--- src/rtl/core/itp_pkg.sv ---
// Shared types and constants for the integer text parser.
package itp_pkg;

    localparam int VALUE_BITS_DEFAULT = 32;
    localparam int QUEUE_DEPTH = 2;
    localparam int CHAR_BITS = 8;
    localparam int WIDTH_BITS = 8;

    // Configuration register indexes
    localparam logic CFG_BASE_MODE = 1'b0;
    localparam logic CFG_MAX_WIDTH = 1'b1;

    // Base codes
    localparam logic [1:0] BASE_AUTO = 2'd0;
    localparam logic [1:0] BASE_OCT  = 2'd1;
    localparam logic [1:0] BASE_DEC  = 2'd2;
    localparam logic [1:0] BASE_HEX  = 2'd3;

    localparam logic [1:0] BASE_MODE_RESET = BASE_DEC;
    localparam logic [WIDTH_BITS-1:0] MAX_WIDTH_RESET = '0;

    // Characters
    localparam logic [7:0] CH_ZERO  = 8'h30;
    localparam logic [7:0] CH_NINE  = 8'h39;
    localparam logic [7:0] CH_LA    = 8'h61;
    localparam logic [7:0] CH_LF    = 8'h66;
    localparam logic [7:0] CH_UA    = 8'h41;
    localparam logic [7:0] CH_UF    = 8'h46;
    localparam logic [7:0] CH_LX    = 8'h78;
    localparam logic [7:0] CH_UX    = 8'h58;
    localparam logic [7:0] CH_MINUS = 8'h2d;
    localparam logic [7:0] CH_PLUS  = 8'h2b;
    localparam logic [7:0] CH_SPACE = 8'h20;
    localparam logic [7:0] CH_TAB   = 8'h09;
    localparam logic [7:0] CH_CR    = 8'h0d;

    // Classified character, as queued between front and back
    typedef struct packed {
        logic       eoi;
        logic       space;
        logic       sign;
        logic       minus;
        logic       zero;
        logic       ex;
        logic       dig_ok;
        logic [3:0] dig;
    } cls_t;

endpackage

--- src/rtl/core/itp_front.sv ---
// Front end: accepts characters and classifies them for the back end.
module itp_front
    import itp_pkg::*;
(
    input  logic                 s_tvalid,
    output logic                 s_tready,
    input  logic [CHAR_BITS-1:0] s_tdata,   // [7:0] char_code
    input  logic                 s_tlast,   // end_of_input
    input  logic                 queue_full,
    output logic                 push,
    output cls_t                 entry
);

    logic [7:0] c;

    assign c        = s_tdata;
    assign s_tready = !queue_full;
    assign push     = s_tvalid && !queue_full;

    always_comb
    begin
        entry        = '0;
        entry.eoi    = s_tlast;
        entry.space  = (c == CH_SPACE) || ((c >= CH_TAB) && (c <= CH_CR));
        entry.sign   = (c == CH_MINUS) || (c == CH_PLUS);
        entry.minus  = (c == CH_MINUS);
        entry.zero   = (c == CH_ZERO);
        entry.ex     = (c == CH_LX) || (c == CH_UX);
        if ((c >= CH_ZERO) && (c <= CH_NINE))
        begin
            entry.dig_ok = 1'b1;
            entry.dig    = 4'(c - CH_ZERO);
        end
        else if ((c >= CH_LA) && (c <= CH_LF))
        begin
            entry.dig_ok = 1'b1;
            entry.dig    = 4'(c - CH_LA + 8'd10);
        end
        else if ((c >= CH_UA) && (c <= CH_UF))
        begin
            entry.dig_ok = 1'b1;
            entry.dig    = 4'(c - CH_UA + 8'd10);
        end
    end

endmodule

--- src/rtl/core/itp_queue.sv ---
// Short FIFO of classified characters between front and back.
module itp_queue
    import itp_pkg::*;
(
    input  logic clk,
    input  logic rst_n,
    input  logic push,
    input  cls_t push_data,
    output logic full,
    input  logic pop,
    output logic not_empty,
    output cls_t pop_data
);

    localparam int PTR_BITS = (QUEUE_DEPTH > 1) ? $clog2(QUEUE_DEPTH) : 1;
    localparam int CNT_BITS = $clog2(QUEUE_DEPTH + 1);
    localparam logic [PTR_BITS-1:0] LAST = PTR_BITS'(QUEUE_DEPTH - 1);

    cls_t mem [QUEUE_DEPTH];
    logic [PTR_BITS-1:0] wr_ptr_reg, wr_ptr_next;
    logic [PTR_BITS-1:0] rd_ptr_reg, rd_ptr_next;
    logic [CNT_BITS-1:0] count_reg, count_next;

    assign full      = (count_reg == CNT_BITS'(QUEUE_DEPTH));
    assign not_empty = (count_reg != '0);
    assign pop_data  = mem[rd_ptr_reg];

    always_comb
    begin
        wr_ptr_next = wr_ptr_reg;
        rd_ptr_next = rd_ptr_reg;
        count_next  = count_reg;
        if (push)
            wr_ptr_next = (wr_ptr_reg == LAST) ? '0 : wr_ptr_reg + 1'b1;
        if (pop)
            rd_ptr_next = (rd_ptr_reg == LAST) ? '0 : rd_ptr_reg + 1'b1;
        if (push && !pop)
            count_next = count_reg + 1'b1;
        else if (pop && !push)
            count_next = count_reg - 1'b1;
    end

    always_ff @(posedge clk)
    begin
        if (push)
            mem[wr_ptr_reg] <= push_data;
    end

    always_ff @(posedge clk or negedge rst_n)
    begin
        if (!rst_n)
        begin
            wr_ptr_reg <= '0;
            rd_ptr_reg <= '0;
            count_reg  <= '0;
        end
        else
        begin
            wr_ptr_reg <= wr_ptr_next;
            rd_ptr_reg <= rd_ptr_next;
            count_reg  <= count_next;
        end
    end

endmodule

--- src/rtl/core/itp_back.sv ---
// Back end: field state machine, accumulator and result register.
module itp_back
    import itp_pkg::*;
#(
    parameter int VALUE_BITS = VALUE_BITS_DEFAULT
)
(
    input  logic                  clk,
    input  logic                  rst_n,
    input  logic [1:0]            base_mode,
    input  logic [WIDTH_BITS-1:0] max_width,
    input  logic                  q_valid,
    input  cls_t                  q_data,
    output logic                  pop,
    output logic                  m_tvalid,
    input  logic                  m_tready,
    output logic [VALUE_BITS-1:0] out_value,
    output logic                  out_status,
    output logic                  out_consumed
);

    localparam logic [1:0] PH_SKIP   = 2'd0;
    localparam logic [1:0] PH_LEAD   = 2'd1;
    localparam logic [1:0] PH_ZERO   = 2'd2;
    localparam logic [1:0] PH_DIGITS = 2'd3;

    logic [1:0]            phase_reg, phase_next;
    logic [VALUE_BITS-1:0] acc_reg, acc_next;
    logic                  neg_reg, neg_next;
    logic [1:0]            abase_reg, abase_next;
    logic [WIDTH_BITS-1:0] cnt_reg, cnt_next;
    logic                  have_reg, have_next;

    logic                  valid_reg, valid_next;
    logic [VALUE_BITS-1:0] value_reg, value_next;
    logic                  status_reg, status_next;
    logic                  consumed_reg, consumed_next;

    logic                  emit, cons;
    logic                  take_digit;
    logic [1:0]            dbase;
    logic                  lead_path;
    logic [VALUE_BITS-1:0] res_value;
    logic                  have_pre;

    function automatic logic digit_fits(input logic [3:0] d, input logic [1:0] b);
        logic ok;
        begin
            case (b)
                BASE_OCT: ok = !d[3];
                BASE_HEX: ok = 1'b1;
                default:  ok = (d < 4'd10);
            endcase
            return ok;
        end
    endfunction

    function automatic logic [WIDTH_BITS-1:0] bump(input logic [WIDTH_BITS-1:0] n);
        return (n == '1) ? n : n + 1'b1;
    endfunction

    assign pop = q_valid && (!valid_reg || m_tready);

    always_comb
    begin
        phase_next = phase_reg;
        acc_next   = acc_reg;
        neg_next   = neg_reg;
        abase_next = abase_reg;
        cnt_next   = cnt_reg;
        have_next  = have_reg;
        emit       = 1'b0;
        cons       = 1'b0;
        take_digit = 1'b0;
        lead_path  = 1'b0;
        dbase      = abase_reg;

        if (q_data.eoi)
            emit = 1'b1;
        else
        begin
            case (phase_reg)
                PH_SKIP:
                begin
                    if (q_data.space)
                    begin
                        // whitespace before the field is dropped
                    end
                    else if (q_data.sign)
                    begin
                        neg_next   = q_data.minus;
                        phase_next = PH_LEAD;
                        cnt_next   = bump(cnt_reg);
                        cons       = 1'b1;
                    end
                    else
                        lead_path = 1'b1;
                end
                PH_LEAD:
                    lead_path = 1'b1;
                PH_ZERO:
                begin
                    if (q_data.ex)
                    begin
                        abase_next = BASE_HEX;
                        phase_next = PH_DIGITS;
                        cnt_next   = bump(cnt_reg);
                        cons       = 1'b1;
                    end
                    else
                    begin
                        dbase      = (abase_reg == BASE_AUTO) ? BASE_OCT : abase_reg;
                        take_digit = 1'b1;
                    end
                end
                default:
                    take_digit = 1'b1;
            endcase

            if (lead_path)
            begin
                if (q_data.zero && ((base_mode == BASE_AUTO) || (base_mode == BASE_HEX)))
                begin
                    abase_next = base_mode;
                    have_next  = 1'b1;
                    acc_next   = '0;
                    phase_next = PH_ZERO;
                    cnt_next   = bump(cnt_reg);
                    cons       = 1'b1;
                end
                else
                begin
                    dbase      = (base_mode == BASE_AUTO) ? BASE_DEC : base_mode;
                    take_digit = 1'b1;
                end
            end

            if (take_digit)
            begin
                abase_next = dbase;
                if (!q_data.dig_ok || !digit_fits(q_data.dig, dbase))
                    emit = 1'b1;
                else
                begin
                    case (dbase)
                        BASE_OCT: acc_next = (acc_reg << 3) + VALUE_BITS'(q_data.dig);
                        BASE_HEX: acc_next = (acc_reg << 4) + VALUE_BITS'(q_data.dig);
                        default:  acc_next = (acc_reg << 3) + (acc_reg << 1)
                                             + VALUE_BITS'(q_data.dig);
                    endcase
                    have_next  = 1'b1;
                    phase_next = PH_DIGITS;
                    cnt_next   = bump(cnt_reg);
                    cons       = 1'b1;
                end
            end

            // width reached by a consumed character
            if (cons && (max_width != '0) && (cnt_next >= max_width))
                emit = 1'b1;
        end

        // have flag as seen by the result, before the field is cleared
        have_pre = have_next;

        if (!have_next)
            res_value = '0;
        else if (neg_next)
            res_value = '0 - acc_next;
        else
            res_value = acc_next;

        if (emit)
        begin
            phase_next = PH_SKIP;
            acc_next   = '0;
            neg_next   = 1'b0;
            abase_next = BASE_AUTO;
            cnt_next   = '0;
            have_next  = 1'b0;
        end
    end

    always_comb
    begin
        valid_next    = valid_reg;
        value_next    = value_reg;
        status_next   = status_reg;
        consumed_next = consumed_reg;
        if (m_tready)
            valid_next = 1'b0;
        if (pop && emit)
        begin
            valid_next    = 1'b1;
            value_next    = res_value;
            status_next   = !have_pre;
            consumed_next = cons;
        end
    end

    always_ff @(posedge clk)
    begin
        value_reg    <= value_next;
        status_reg   <= status_next;
        consumed_reg <= consumed_next;
    end

    always_ff @(posedge clk or negedge rst_n)
    begin
        if (!rst_n)
        begin
            phase_reg <= PH_SKIP;
            acc_reg   <= '0;
            neg_reg   <= 1'b0;
            abase_reg <= BASE_AUTO;
            cnt_reg   <= '0;
            have_reg  <= 1'b0;
            valid_reg <= 1'b0;
        end
        else
        begin
            valid_reg <= valid_next;
            if (pop)
            begin
                phase_reg <= phase_next;
                acc_reg   <= acc_next;
                neg_reg   <= neg_next;
                abase_reg <= abase_next;
                cnt_reg   <= cnt_next;
                have_reg  <= have_next;
            end
        end
    end

    assign m_tvalid     = valid_reg;
    assign out_value    = value_reg;
    assign out_status   = status_reg;
    assign out_consumed = consumed_reg;

endmodule

--- src/rtl/core/integer_text_parser.sv ---
// Top level of the streaming signed integer text parser.
//
// Parses one signed integer field at a time from a byte stream, in the manner
// of strtol or scanf %i/%o/%d/%x. Leading whitespace is skipped, an optional
// sign and (hex/auto) a 0x/0X prefix are taken, and digits accumulate modulo
// 2^VALUE_BITS. A field ends on the first invalid character (pushed back:
// item_consumed = 0, present it again), on s_tlast (end of input, never
// consumed), or when max_width field characters have been taken (that
// character is consumed). One result transfer per finished field; whitespace
// and in-field characters produce none. Throughput is one character per
// cycle while the output is not stalled: the front end classifies the byte
// in the cycle it is accepted, a two-entry queue decouples it from the back
// end, and the back end retires one queued character per cycle with a
// single shift-and-add on the accumulator (x8, x10 or x16). The character
// ending a field passes the queue, then m_tvalid rises. The result sits in an
// output register; while it waits for m_tready the back end holds, the queue
// takes up to two more characters and then s_tready drops. base_mode
// (index 0; 0 auto, 1 octal, 2 decimal, 3 hex; reset decimal) and max_width
// (index 1; 0 = unlimited; reset 0) are written through cfg_we while idle.
module integer_text_parser
    import itp_pkg::*;
#(
    parameter int VALUE_BITS = VALUE_BITS_DEFAULT
)
(
    input  logic                        clk,
    input  logic                        rst_n,
    // configuration
    input  logic                        cfg_we,
    input  logic                        cfg_index,
    input  logic [WIDTH_BITS-1:0]       cfg_data,
    // character stream
    input  logic                        s_tvalid,
    output logic                        s_tready,
    input  logic [CHAR_BITS-1:0]        s_tdata,  // [7:0] char_code
    input  logic                        s_tlast,  // end_of_input
    // result stream
    output logic                        m_tvalid,
    input  logic                        m_tready,
    // value, status, item_consumed from bit 0 up, zero padded to bytes
    output logic [((VALUE_BITS + 9) / 8) * 8 - 1:0] m_tdata
);

    localparam int OUT_BYTES = (VALUE_BITS + 2 + 7) / 8;
    localparam int PAD_BITS  = OUT_BYTES * 8 - VALUE_BITS - 2;

    logic [1:0]            base_mode_reg;
    logic [WIDTH_BITS-1:0] max_width_reg;

    logic                  queue_full;
    logic                  push;
    cls_t                  entry;
    logic                  q_valid;
    logic                  pop;
    cls_t                  q_data;

    logic [VALUE_BITS-1:0] out_value;
    logic                  out_status;
    logic                  out_consumed;

    // configuration registers
    always_ff @(posedge clk or negedge rst_n)
    begin
        if (!rst_n)
        begin
            base_mode_reg <= BASE_MODE_RESET;
            max_width_reg <= MAX_WIDTH_RESET;
        end
        else if (cfg_we)
        begin
            case (cfg_index)
                CFG_BASE_MODE: base_mode_reg <= cfg_data[1:0];
                CFG_MAX_WIDTH: max_width_reg <= cfg_data;
                default:       ;
            endcase
        end
    end

    itp_front u_front (
        .s_tvalid   (s_tvalid),
        .s_tready   (s_tready),
        .s_tdata    (s_tdata),
        .s_tlast    (s_tlast),
        .queue_full (queue_full),
        .push       (push),
        .entry      (entry)
    );

    itp_queue u_queue (
        .clk       (clk),
        .rst_n     (rst_n),
        .push      (push),
        .push_data (entry),
        .full      (queue_full),
        .pop       (pop),
        .not_empty (q_valid),
        .pop_data  (q_data)
    );

    itp_back #(
        .VALUE_BITS (VALUE_BITS)
    ) u_back (
        .clk          (clk),
        .rst_n        (rst_n),
        .base_mode    (base_mode_reg),
        .max_width    (max_width_reg),
        .q_valid      (q_valid),
        .q_data       (q_data),
        .pop          (pop),
        .m_tvalid     (m_tvalid),
        .m_tready     (m_tready),
        .out_value    (out_value),
        .out_status   (out_status),
        .out_consumed (out_consumed)
    );

    generate
        if (PAD_BITS > 0)
        begin : g_pad
            assign m_tdata = {{PAD_BITS{1'b0}}, out_consumed, out_status, out_value};
        end
        else
        begin : g_nopad
            assign m_tdata = {out_consumed, out_status, out_value};
        end
    endgenerate

endmodule

--- config.mk ---
export PLATFORM = sky130hd
export DESIGN_NAME = integer_text_parser
export DESIGN_NICKNAME = d
export VERILOG_FILES = /design/src/rtl/core/itp_pkg.sv /design/src/rtl/core/itp_front.sv /design/src/rtl/core/itp_queue.sv /design/src/rtl/core/itp_back.sv /design/src/rtl/core/integer_text_parser.sv
export SDC_FILE = /design/constraint.sdc
export NUM_CORES = 1
export LEC_CHECK = 0
export BUFFER_PORTS_ARGS = -buffer_cell sky130_fd_sc_hd__buf_2
export CAP_MARGIN = 15
export CORE_UTILIZATION = 42
export CTS_BUF_LIST = sky130_fd_sc_hd__clkbuf_16
export DETAILED_ROUTE_END_ITERATION = 10
export SYNTH_ARGS = -nofsm -noshare
export SYNTH_HDL_FRONTEND = slang
export SYNTH_HIERARCHICAL = 1
export SYNTH_SLANG_ARGS = --single-unit
--- constraint.sdc ---
create_clock -name clk -period 6.1 [get_ports clk]
set_clock_uncertainty 0.2 [all_clocks]
set_input_delay 0.915 -clock clk [delete_from_list [all_inputs] [get_ports clk]]
set_output_delay 0.915 -clock clk [all_outputs]
set_load 0.02 [all_outputs]
After elaboration in Yosys (flattened, before gate mapping)
Memory sizes are Yosys's and may differ from the RTL's. Index checks and enable logic that the tools add are counted.

Register bits: 95. Latch bits: 0. Memory bits (writable): 22. ROM bits: 0. Output and inout bits: 42. Memories: 1.

Memories: u_queue.mem (depth 2, bits a word 11, read ports 1, clocked after Yosys merged registers in 0, wr ports 1, RTL line itp_queue.sv:19) `cls_t mem [QUEUE_DEPTH];`.

Add/sub/neg operators: 15. $mul: 0. Div/mod/pow operators: 0. Magnitude comparators: 10. Equality and inequality tests: 14. Shifts and indexed selects: 0. Muxes and demuxes: 91. Bitwise gates (word level): 1. Reductions and logical operators: 37.

Operators by type and width (count): $mux 32 (7); $add 32x4->32 (3); $mux 8 (11); $pmux 32 s2 (1); $mux 2 (25); $mux 1 (38); $add 32x32->32 (1); $eq 8x6->1 const B (4); $sub 1x32->32 const A (1); $eq 8x7->1 const B (2); $ge 8x7->1 const B (2); $le 8x7->1 const B (2); $pmux 8 s2 (1); $mux 5 (3); $logic_and 1x1->1 (12); $sub 4x1->4 const B (3); $add 4x4->4 const B (2); $add 8x1->8 const B (1); $eq 2x2->1 const B (4); $eq 8x8->1 const B (1); $ge 8x4->1 const B (1); $ge 8x6->1 const B (1); $ge 8x8->1 (1); $le 8x4->1 const B (1); other kinds (17) (40).

Logic depth before layout (Yosys ltp)
Gate-level depths: netlist of the first run.

Depth after elaboration: 22. Depth in mapped cells: 23. Gate-level depth less buffers: 20.

Modules after synthesis
The synthesis of the first run kept the hierarchy.

By module, submodules not included: itp_back (times used 1, cells an instance 1044, area each 8489.4 µm², sequential area each 2197.1 µm²); itp_queue (times used 1, cells an instance 50, area each 1019.7 µm², sequential area each 760.7 µm²); integer_text_parser (times used 1, cells an instance 31, area each 475.5 µm², sequential area each 251.5 µm²); itp_front (times used 1, cells an instance 44, area each 324.1 µm², sequential area each 0.0 µm²).

Worst setup path after synthesis of the first run
No wires, ideal clock.

Path kind: register to register. From: register u_queue.rd_ptr_reg. To: register u_back.consumed_reg (netlist: u_back/out_consumed) (enable). Data arrival time: 4601 ps. Data required time: 5511 ps. Slack: 910 ps. Cell stages (with the launch flop): 23. Period minus slack after synthesis: 5190 ps. Path through: dfrtp_1 buf_6 mux2_4 o21ba_1 buf_4 nor3_4 o2bb2ai_1 nand2_1 o221ai_1 nand2_1 mux2_2 ha_1 a21o_1 a21o_1 a21o_1 a21o_1 a21oi_1 o21ai_0 a311o_1 clkbuf_1 clkbuf_1 nand2_1 inv_1.

RTL lines: from (decl) (RTL line itp_queue.sv:21) `logic [PTR_BITS-1:0] rd_ptr_reg, rd_ptr_next;`; from (signal assigned) (RTL line itp_queue.sv:60) `rd_ptr_reg <= rd_ptr_next;`; to (signal assigned) (RTL line itp_back.sv:205) `consumed_reg <= consumed_next;`; to (decl) (RTL line itp_back.sv:37) `logic consumed_reg, consumed_next;`.

Worst setup path in the final report of the first run
From: register base_mode_reg[1]. To: register u_back.acc_reg[7].

Cells in the longest elaborated chain, start to end: 20.

Ends and longest elaborated chain: from (decl) (RTL line integer_text_parser.sv:47) `logic [1:0] base_mode_reg;`; from (signal assigned) (RTL line integer_text_parser.sv:72) `CFG_BASE_MODE: base_mode_reg <= cfg_data[1:0];`; $eq 2x2->1 / $logic_not 2->1 (equally long branches) (RTL line itp_back.sv:122, itp_back.sv:133); $logic_or 1x1->1 (RTL line itp_back.sv:122) `if (q_data.zero && ((base_mode == BASE_AUTO) || (base_mode == BASE_HEX)))`; $logic_and 1x1->1 (RTL line itp_back.sv:122); $mux 2 (RTL line itp_back.sv:122); $mux 2 (RTL line itp_back.sv:120) `if (lead_path)`; $mux 2 (RTL line itp_back.sv:78) `if (q_data.eoi)`; $eq 2x2->1 / $eq 2x1->1 (equally long branches) (RTL line itp_back.sv:49, itp_back.sv:145); $pmux 1 s2 (RTL line itp_back.sv:49) `case (b)`; [... 4 more ...]; $mux 8 / $mux 1 (equally long branches) (RTL line itp_back.sv:141) `if (!q_data.dig_ok || !digit_fits(q_data.dig, dbase))`; $mux 8 / $mux 1 (equally long branches) (RTL line itp_back.sv:138) `if (take_digit)`; $mux 8 / $mux 1 (equally long branches) (RTL line itp_back.sv:78); $ge 8x8->1 / $logic_and 1x1->1 (equally long branches) (RTL line itp_back.sv:159) `if (cons && (max_width != '0) && (cnt_next >= max_width))`; $logic_and 1x1->1 (RTL line itp_back.sv:159); $mux 1 (RTL line itp_back.sv:159); $mux 1 (RTL line itp_back.sv:78); $mux 32 * (RTL line itp_back.sv:173) `if (emit)`; to (signal assigned) (RTL line itp_back.sv:226) `acc_reg <= acc_next;`; to (decl) (RTL line itp_back.sv:28) `logic [VALUE_BITS-1:0] acc_reg, acc_next;`.

Mark *: on every way between the ends. The rest lies on a longest branch, timed or not. The select of a mux whose other input is x is not followed. A chain may end at the register's enable or synchronous reset.

==> results list, run 1 <==
- Status: finished clean
* Number of optimization iterations in the first detailed-route pass: 5
* Top-level port count: 65
* Final min period: between 5 and 6 ns
* Wirelength per Cell: roughly 18 um
* Static power due to leakage: about 4.8 nW
* Fin cells: around 1,500
- Die Span Y: 158.7 um
* Vias post-DR: between 9,000 and 10,000
- STA classifies the critical path endpoint as a flip-flop.
- After global routing the overflow that remains totals 0.
- STA classifies the critical path startpoint as a flip-flop.
- Starting utilization of the core area: a little over two fifths
- Count of flip-flops with a built-in enable after synthesis: 56
* Crit path cell chain: inv_1 -> ha_1 -> nor2b_1 -> nand2_1 -> o221ai_1 -> and2_1 -> xnor2_1 -> ha_1 -> nand2b_1 -> a21o_1 -> a21o_1 -> a21o_1 -> a21o_1 -> a21oi_1 -> o21ai_0 -> a311o_1 -> buf_4 -> o21ai_0 -> a22o_1
- In this run the tool buffered the top-level ports with 58 buffer cells.
- In this run, distinct cell masters in the synthesized netlist total 100.
- At the worst endpoint, the arrival time is about 5.6 ns.
* Syn. warnings: 6
- Register bit count reported by yosys: between 100 and 150
- The die is between 150 and 200 um wide.
- The clock passes through at most 2 buffers.
- Sequential fraction of the synthesis area: 31.13%
- TritonCTS built the clock tree.
- Pin count of the biggest net entering global routing: 62
- Type of the worst min-delay path: reg -> reg
- For this block, the initial DRC count from the detailed router was between 700 and 800.
- Core area: 23,750 um2
- The kind of cell with the highest combined delay along the critical path is compound AO/OA/AOI/OAI gates.
- The number of buffers and inverters on the critical path is 2.
- Final weighted congestion of routability-driven global placement: around 0.91
- Share of layout cells above drive strength 1: 14.05%
* Summed negative setup slack over all endpoints: 0 ns
- The count of nets left with antenna violations once routing finished came out at 0.
- Worst slew margin relative to its limit: between 30% and 40%
- Global routing consumed, over all layers together, between 20% and 30% of the routing resources.
* Standard-cell row count: 56
* Critical setup path kind: reg -> reg
- Setup violations remaining at the end of the flow were counted as 0.
- After clock tree synthesis, the flow added hold-fix buffers numbering 0.
* Layout Area Growth over Synthesis: 10.55%
- The count of final max-slew check failures came to 0.
- The number of hold violations in the final report came to 0.
- Nets: between 1,000 and 1,500
- Largest driver fanout on the critical path: 42
- Netlist area before placement: approximately 10,000 um2
- H-tree levels: 4
- The die covers roughly 25,000 um2.
- Derived from the worst setup path, the maximum achievable clock frequency is 183.9 MHz.
- Summing all placed instances gives a cell area of roughly 11,000 um2.
- For this design the ratio of total power to cell area is a little under 400 nW/um2.
- Portion of the clock cycle consumed by the worst path in the final layout: 89.13%
* Sinks on Clock Net: around 120
* Number of diodes: 0
- Share of flip-flops with an asynchronous set or reset after synthesis: about 52%
- Number of gates resized after cts: 0
- Post-CTS timing repair inserted 0 buffers for setup.
- The average instance in the mapped netlist occupies 8.818 um2.
* Average via count per standard cell: a little under 6
* Clock network latency to the later pin of the worst-skew pair: a little over 0.4 ns
* Primary flip-flop cell chosen by synthesis mapping: sky130_fd_sc_hd__dfrtp_1
- The finished cells cover between 10,000 and 15,000 um2.
- DP HPWL: around 21 mm
* Clock-pin transition on the worst setup and hold timing paths: 0.05 ns
- Placed insts: roughly 1,500
- Number of clock buffers inserted by TritonCTS: 17
- At the worst endpoint, the required time is between 6 and 7 ns.
- Unrepaired setup endpoints after global routing: false
* CTS Root Cell: sky130_fd_sc_hd__clkbuf_16
* Min Hold Slack: between 0.2 and 0.3 ns
- VDD sags by at most slightly below 0.4 mV.
- Wire length of the first global-routing pass: 45.24 mm
- Measured slew at the worst slew-check pin: 0.9483 ns
- Cell with the largest stage delay on the worst path: sky130_fd_sc_hd__nor2b_1
- Delay of the slowest cell on the worst path: around 0.64 ns
* Number of max-cap violations: 0
- Number of instances in the synthesized netlist: about 1,200
- Most used cell along the critical path: sky130_fd_sc_hd__a21o_1
* Via count of the first global-routing pass: around 8,700
- The number of antenna violations at the first check in global routing was 0.
- Number of DRC violations after detailed routing: 0
- After detailed routing, the total wire length is 28.29 mm.
## logic make-up (layout without fill, tap and decap cells)
logic type,count (synthesis),after routing,synth area share (%)
AO/OA/AOI/OAI,351,351,23.74
XOR/XNOR,63,63,5.353
adder cells (fa/ha/maj),79,79,9.734
buffers and inverters,119,162,5.122
flip-flops,117,117,31.13
multiplexers,31,31,3.908
other,1,6,0.03638
AND/OR/NAND/NOR,408,408,20.97
## stage by stage
stage / worst slack (ns) / util [%] / power [W]
6_report: 0.6633 / 47.98 / 0.004398
3_3_place_gp: 0.8101 / 45.73 / 0.003490
2_1_floorplan: 0.9103 / - / 0.002880
4_1_cts: 0.7148 / 47.93 / 0.004404
5_1_grt: 0.3367 / 47.98 / 0.004716
3_5_place_dp: 0.7412 / 45.73 / 0.003506
## power breakdown
part	total, W	internal [W]	switching [W]
clock network	0.000888	0.000531	0.000357
logic	0.00230	0.000762	0.00154
registers	0.00121	0.00109	0.000119
total	0.00440	0.00239	0.00201
## cell usage in the layout (no fill, tap or decap), types with 7 or more instances in the layout
cell	count
sky130_fd_sc_hd__nand2_1	115
sky130_fd_sc_hd__nor2_1	85
sky130_fd_sc_hd__ha_1	77
sky130_fd_sc_hd__a21oi_1	72
sky130_fd_sc_hd__o21ai_0	61
sky130_fd_sc_hd__dfrtp_1	60
sky130_fd_sc_hd__buf_2	58
sky130_fd_sc_hd__edfxtp_1	56
sky130_fd_sc_hd__inv_1	48
sky130_fd_sc_hd__nand3_1	40
sky130_fd_sc_hd__xnor2_1	37
sky130_fd_sc_hd__nor3_1	30
sky130_fd_sc_hd__buf_4	26
sky130_fd_sc_hd__xor2_1	26
sky130_fd_sc_hd__o31ai_1	24
sky130_fd_sc_hd__clkbuf_16	18
sky130_fd_sc_hd__nor4_1	18
sky130_fd_sc_hd__mux2_4	17
sky130_fd_sc_hd__nand2b_1	17
sky130_fd_sc_hd__o211ai_1	16
sky130_fd_sc_hd__nand4_1	14
sky130_fd_sc_hd__a22o_1	14
sky130_fd_sc_hd__a211oi_1	14
sky130_fd_sc_hd__a31oi_1	13
sky130_fd_sc_hd__and2_1	12
sky130_fd_sc_hd__a21o_1	12
sky130_fd_sc_hd__o22ai_1	12
sky130_fd_sc_hd__nor2b_1	10
sky130_fd_sc_hd__a22oi_1	10
sky130_fd_sc_hd__o221ai_1	8
sky130_fd_sc_hd__and3_1	8
sky130_fd_sc_hd__o21a_1	8
sky130_fd_sc_hd__or3_1	7
sky130_fd_sc_hd__mux2i_1	7
sky130_fd_sc_hd__a221oi_1	7
sky130_fd_sc_hd__a211o_1	7
sky130_fd_sc_hd__a41oi_1	7
## cell type report
type,instances,area (um2)
Fill cell,2292,12360
Timing Repair Buffer,85,496.7
Tap cell,319,399.1
Clock buffer,18,450.4
Multi-Input combinational cell,938,6599
Inverter,45,168.9
Clock inverter,14,72.57
Sequential cell,117,3209
## synthesized netlist by cell type, types with 10 or more instances
| cell type | n | area, um2 |
|---|---|---|
| sky130_fd_sc_hd__o211ai_1 | 16 | 120.1 |
| sky130_fd_sc_hd__nand2_1 | 115 | 431.7 |
| sky130_fd_sc_hd__ha_1 | 77 | 963.4 |
| sky130_fd_sc_hd__nor3_1 | 31 | 155.2 |
| sky130_fd_sc_hd__nand3_1 | 40 | 200.2 |
| sky130_fd_sc_hd__mux2_4 | 17 | 255.2 |
| sky130_fd_sc_hd__buf_4 | 11 | 82.58 |
| sky130_fd_sc_hd__nand4_1 | 14 | 87.58 |
| sky130_fd_sc_hd__a211oi_1 | 14 | 105.1 |
| sky130_fd_sc_hd__clkbuf_1 | 38 | 142.6 |
| sky130_fd_sc_hd__a21oi_1 | 72 | 360.4 |
| sky130_fd_sc_hd__o21ai_0 | 61 | 305.3 |
| sky130_fd_sc_hd__a22o_1 | 14 | 122.6 |
| sky130_fd_sc_hd__xnor2_1 | 37 | 324.1 |
| sky130_fd_sc_hd__buf_2 | 14 | 70.07 |
| sky130_fd_sc_hd__nor4_1 | 18 | 112.6 |
| sky130_fd_sc_hd__a21o_1 | 12 | 90.09 |
| sky130_fd_sc_hd__nand2b_1 | 17 | 106.4 |
| sky130_fd_sc_hd__nor2_1 | 85 | 319.1 |
| sky130_fd_sc_hd__xor2_1 | 26 | 227.7 |
| sky130_fd_sc_hd__inv_1 | 44 | 165.2 |
| sky130_fd_sc_hd__a31oi_1 | 13 | 81.33 |
| sky130_fd_sc_hd__o22ai_1 | 12 | 75.07 |
| sky130_fd_sc_hd__dfrtp_1 | 60 | 1501 |
| sky130_fd_sc_hd__and2_1 | 12 | 75.07 |
| sky130_fd_sc_hd__o31ai_1 | 24 | 180.2 |
| sky130_fd_sc_hd__nor2b_1 | 10 | 62.56 |
| sky130_fd_sc_hd__edfxtp_1 | 56 | 1682 |
| sky130_fd_sc_hd__a22oi_1 | 10 | 75.07 |
## worst reg2reg max path: cells and delay by family, from the launching register on
family	cells	cell delay, ns
flops	1	0.52
fa+ha+maj	2	0.52
compound gates	10	2.28
buf+inv	2	0.34
simple gates	4	1.37
xor+xnor	1	0.14
## layer usage
layer / wire length [um] / vias to the layer above / global-route usage (%) / part of all wire, %
met5: 0 / - / 0 / 0
met4: 753 / 0 / 8.333 / 2.7
met3: 1232 / 44 / 3.348 / 4.4
met2: 14130 / 277 / 40.83 / 50
met1: 12180 / 4381 / 28.53 / 43
li1: - / 4467 / - / -
## path summary, 6_finish.rpt
| check | start | to | slack [ns] | cells past startpoint |
|---|---|---|---|---|
| setup / recovery | base_mode_reg[1]$_DFFE_PN1P_ | u_back/acc_reg[7]$_DFFE_PN0P_ | 0.66 | 19 |
| hold / removal | u_queue/wr_ptr_reg$_DFFE_PN0P_ | u_queue/wr_ptr_reg$_DFFE_PN0P_ | 0.29 | 1 |
| setup reg to reg | base_mode_reg[1]$_DFFE_PN1P_ | u_back/acc_reg[7]$_DFFE_PN0P_ | 0.66 | 19 |
| hold reg to reg | u_queue/wr_ptr_reg$_DFFE_PN0P_ | u_queue/wr_ptr_reg$_DFFE_PN0P_ | 0.29 | 1 |
| max in group asynchronous | rst_n | u_queue/rd_ptr_reg$_DFFE_PN0P_ | 4.66 | 2 |
| min in group asynchronous | rst_n | u_back/acc_reg[30]$_DFFE_PN0P_ | 0.47 | 2 |
No activity file was read; power rests on OpenSTA's default activity.
==> run 2: changes to the inputs <==
CTS_CLUSTER_DIAMETER = 200   (was unset)
clock period = 4.94 ns   (was 6.1 ns; I/O delays follow)
==> run 2 against run 1 <==
Register-to-register slack lost 0.48 ns. First-iteration DRC count shrank 12%. Count of clock-buffer cells in the layout grew 1. Critical path type unchanged. Critical endpoint is now u_back/out_value[30]$_SDFFCE_PP0P_. Largest cell class unchanged. Largest power group unchanged. Highest routed layer unchanged.
==> results list, run 2 (synthesized netlist as in run 1, its figures left out) <==
- Wire length of the first global-routing pass: roughly 47 mm
* Width of the die: ~160 um
* Portion of the clock cycle consumed by the worst path in the final layout: a little over nine tenths
* Critical setup path kind: reg -> reg
- After the first detailed-routing iteration, the DRC count stood at around 640.
- Final weighted congestion of routability-driven global placement: a little over 0.9
* Fin area: about 12,000 um2
- In the layout the commonest cells are sky130_fd_sc_hd__nand2_1 (111), sky130_fd_sc_hd__nor2_1 (85), sky130_fd_sc_hd__ha_1 (76).
- The clock passes through at most 2 buffers.
- Measured slew at the worst slew-check pin: 0.9570 ns
- Vias post-DR: between 9,000 and 10,000
- Post-Route M1 WL: between 10 and 15 mm
* Final min period: 4.757 ns
- STA puts the critical path data arrival time at between 4 and 5 ns.
- Total wire length: 29.59 mm
- The floorplan has 56 rows.
* Number of DRC violations after detailed routing: 0
- The detail route stage leaves a number of antenna-violating nets equal to 0.
- Setup crit end kind: flip-flop
* CTS Root Cell: sky130_fd_sc_hd__clkbuf_16
- Setup violation total in the final timing report: 0
* Sinks on Clock Net: between 100 and 150
* Worst path required time: between 4 and 5 ns
- Critical Path Source Type: flip-flop
* Via count of the first global-routing pass: 9,002
* Layout filler cell count: around 2,200
- Of all nets on the critical path, the largest fanout is 34.
* Antenna violations before repair: 0
- Before CTS, the worst setup slack after placement is ~0.037 ns.
- Number of diodes: 0
- DP HPWL: 22.10 mm
- Global routing used 24.41% of the available tracks across all layers.
- The library cell used most frequently in the layout, excluding fill and tap cells, is sky130_fd_sc_hd__nand2_1.
- Input and output buffers added on the ports amount to 58.
- Share of power burned in registers: between 20 and 30%
- Per report_power, the combinational group accounts for 53.7% of the total.
* Net switching power of the design: 0.002691 W
- Dividing the detail-routed wire length by the instance count gives between 15 and 20 um.
* Clock network latency to the later pin of the worst-skew pair: between 0.4 and 0.5 ns
* Core area: between 20,000 and 25,000 um2
- Worst slew margin relative to its limit: 35.61%
- In this run the static leakage power is roughly 5.0 nW.
- Fmax: between 200 and 250 MHz
- Status: finished clean
- Across the run, the number of max-cap violations was 0.
- Starting utilization of the core area: a little over two fifths
- Layout Area Growth over Synthesis: 16.41%
- Number of optimization iterations in the first detailed-route pass: 5
* Top-level port count: between 60 and 70
- Met3 wire length: roughly 1.3 mm
- H-tree levels: 4
- Entering global routing, the biggest net connects 62 pins.
- Number of clock buffers inserted by TritonCTS: 17
- Net switching is between 40% and 50% of the power.
- Power density over the cells: 493.6 nW/um2
- VDD sags by at most around 0.40 mV.
- Met2 routed WL: ~15 mm
- Setup repair after global routing could not meet its margin everywhere.
- Across all setup checks in the final design, the least slack found is 0.1829 ns.
* Cell area after placement: approximately 11,000 um2
- The internal power of the cells totals about 0.0032 W.
- The number of hold violations in the final report was 0.
- Dividing the detail-routed via count by the number of cells gives ~6.0.
- Buffers inserted to repair hold after CTS numbered 0.
* Nets: 1,350
* Top layer used by detailed routing: met4
* Die Outline Area: roughly 25,000 um2
- Summed negative setup slack over all endpoints: 0 ns
- Die Span Y: approximately 160 um
* Clock tree from TritonCTS: built
- Remaining global-route overflow: 0
- Count of pins over their slew limit: 0
- Share of layout cells above drive strength 1: approximately a fifth
- Clock-pin transition on the worst setup and hold timing paths: approximately 0.060 ns
- The path class of the tightest hold or removal check is in -> async.
- Relative contribution of the clock network to total power: a little over a fifth
-- run 2: cell types whose count changed in the layout (fill, tap and decap cells not counted), sizes merged --
cell,delta
bufinv,+1
inv,-1
clkinv,-1
buf,+44
clkbuf,+1
-- run 2: stage by stage --
step                      hold slack (ns)  util [%]  cells  power [W]
after detailed placement           0.2722     47.42   1545   0.004554
after CTS                          0.2815     49.92   1577   0.005818
final                              0.2794     50.52   1580   0.005924
after floorplan                    0.2454         -   1174   0.003637
after global routing               0.2881     50.52   1580   0.006281
after global placement             0.2695     47.42   1545   0.004532
-- run 2: layout make-up --
| cell class | instances | area (um2) | share of cell area (%) |
|---|---|---|---|
| Clock inverter | 13 | 116.4 | 0.9697 |
| Inverter | 45 | 172.7 | 1.439 |
| Multi-Input combinational cell | 938 | 6787 | 56.55 |
| Tap cell | 319 | 399.1 | 3.326 |
| Sequential cell | 117 | 3211 | 26.75 |
| Timing Repair Buffer | 129 | 839.6 | 6.996 |
| Clock buffer | 19 | 475.5 | 3.962 |
-- run 2: metal layers --
metal	global-route usage (%)	vias to the layer above
met5	0	-
met4	10.58	0
met3	3.021	63
met2	43.63	304
met1	29.27	4477
li1	-	4564
-- run 2: what timing repair did --
action	4_1_cts	5_1_grt
endpoints found under the setup margin	0	93
resized for setup	0	25
buffers inserted	0	3
-- run 2: worst max-delay path, cell delays in order (launching register included) --
cell and delay [ns]:
sky130_fd_sc_hd__dfrtp_2 0.44, sky130_fd_sc_hd__buf_4 0.16, sky130_fd_sc_hd__mux2_4 0.31, sky130_fd_sc_hd__or2_4 0.27, sky130_fd_sc_hd__o311a_4 0.41, sky130_fd_sc_hd__o2bb2ai_2 0.14
sky130_fd_sc_hd__nand2_2 0.10, sky130_fd_sc_hd__o221ai_4 0.10, sky130_fd_sc_hd__and2_4 0.22, sky130_fd_sc_hd__xnor2_2 0.07, sky130_fd_sc_hd__ha_1 0.29, sky130_fd_sc_hd__nand2b_1 0.14
sky130_fd_sc_hd__a21o_1 0.15, sky130_fd_sc_hd__a21o_1 0.14, sky130_fd_sc_hd__a21o_1 0.15, sky130_fd_sc_hd__a21o_1 0.15, sky130_fd_sc_hd__a21oi_1 0.12, sky130_fd_sc_hd__o21ai_1 0.08
sky130_fd_sc_hd__a311o_2 0.44, sky130_fd_sc_hd__nand2_4 0.12, sky130_fd_sc_hd__clkinvlp_4 0.10, sky130_fd_sc_hd__buf_12 0.17
-- run 2: power groups by stage --
stage	combinational (W)	clock, W	sequential, W
finish	0.00318	0.00126	0.00148
global route	0.00345	0.00132	0.00152
CTS	0.00306	0.00127	0.00149
detailed placement	0.00305	0	0.00150
global placement	0.00303	0	0.00150
floorplan	0.00198	0	0.00166
-- run 2: path summary, 6_finish.rpt --
check,from,endpoint,slack (ns),cells past startpoint
max,u_queue/rd_ptr_reg$_DFFE_PN0P_,u_back/out_value[30]$_SDFFCE_PP0P_,0.18,21
min,rst_n,u_back/acc_reg[24]$_DFFE_PN0P_,0.28,2
max reg2reg,u_queue/rd_ptr_reg$_DFFE_PN0P_,u_back/out_value[30]$_SDFFCE_PP0P_,0.18,21
min reg2reg,u_queue/count_reg[1]$_DFFE_PN0P_,u_queue/count_reg[1]$_DFFE_PN0P_,0.28,1
max in group asynchronous,rst_n,u_queue/rd_ptr_reg$_DFFE_PN0P_,3.63,2
min in group clk,u_queue/count_reg[1]$_DFFE_PN0P_,u_queue/count_reg[1]$_DFFE_PN0P_,0.28,1
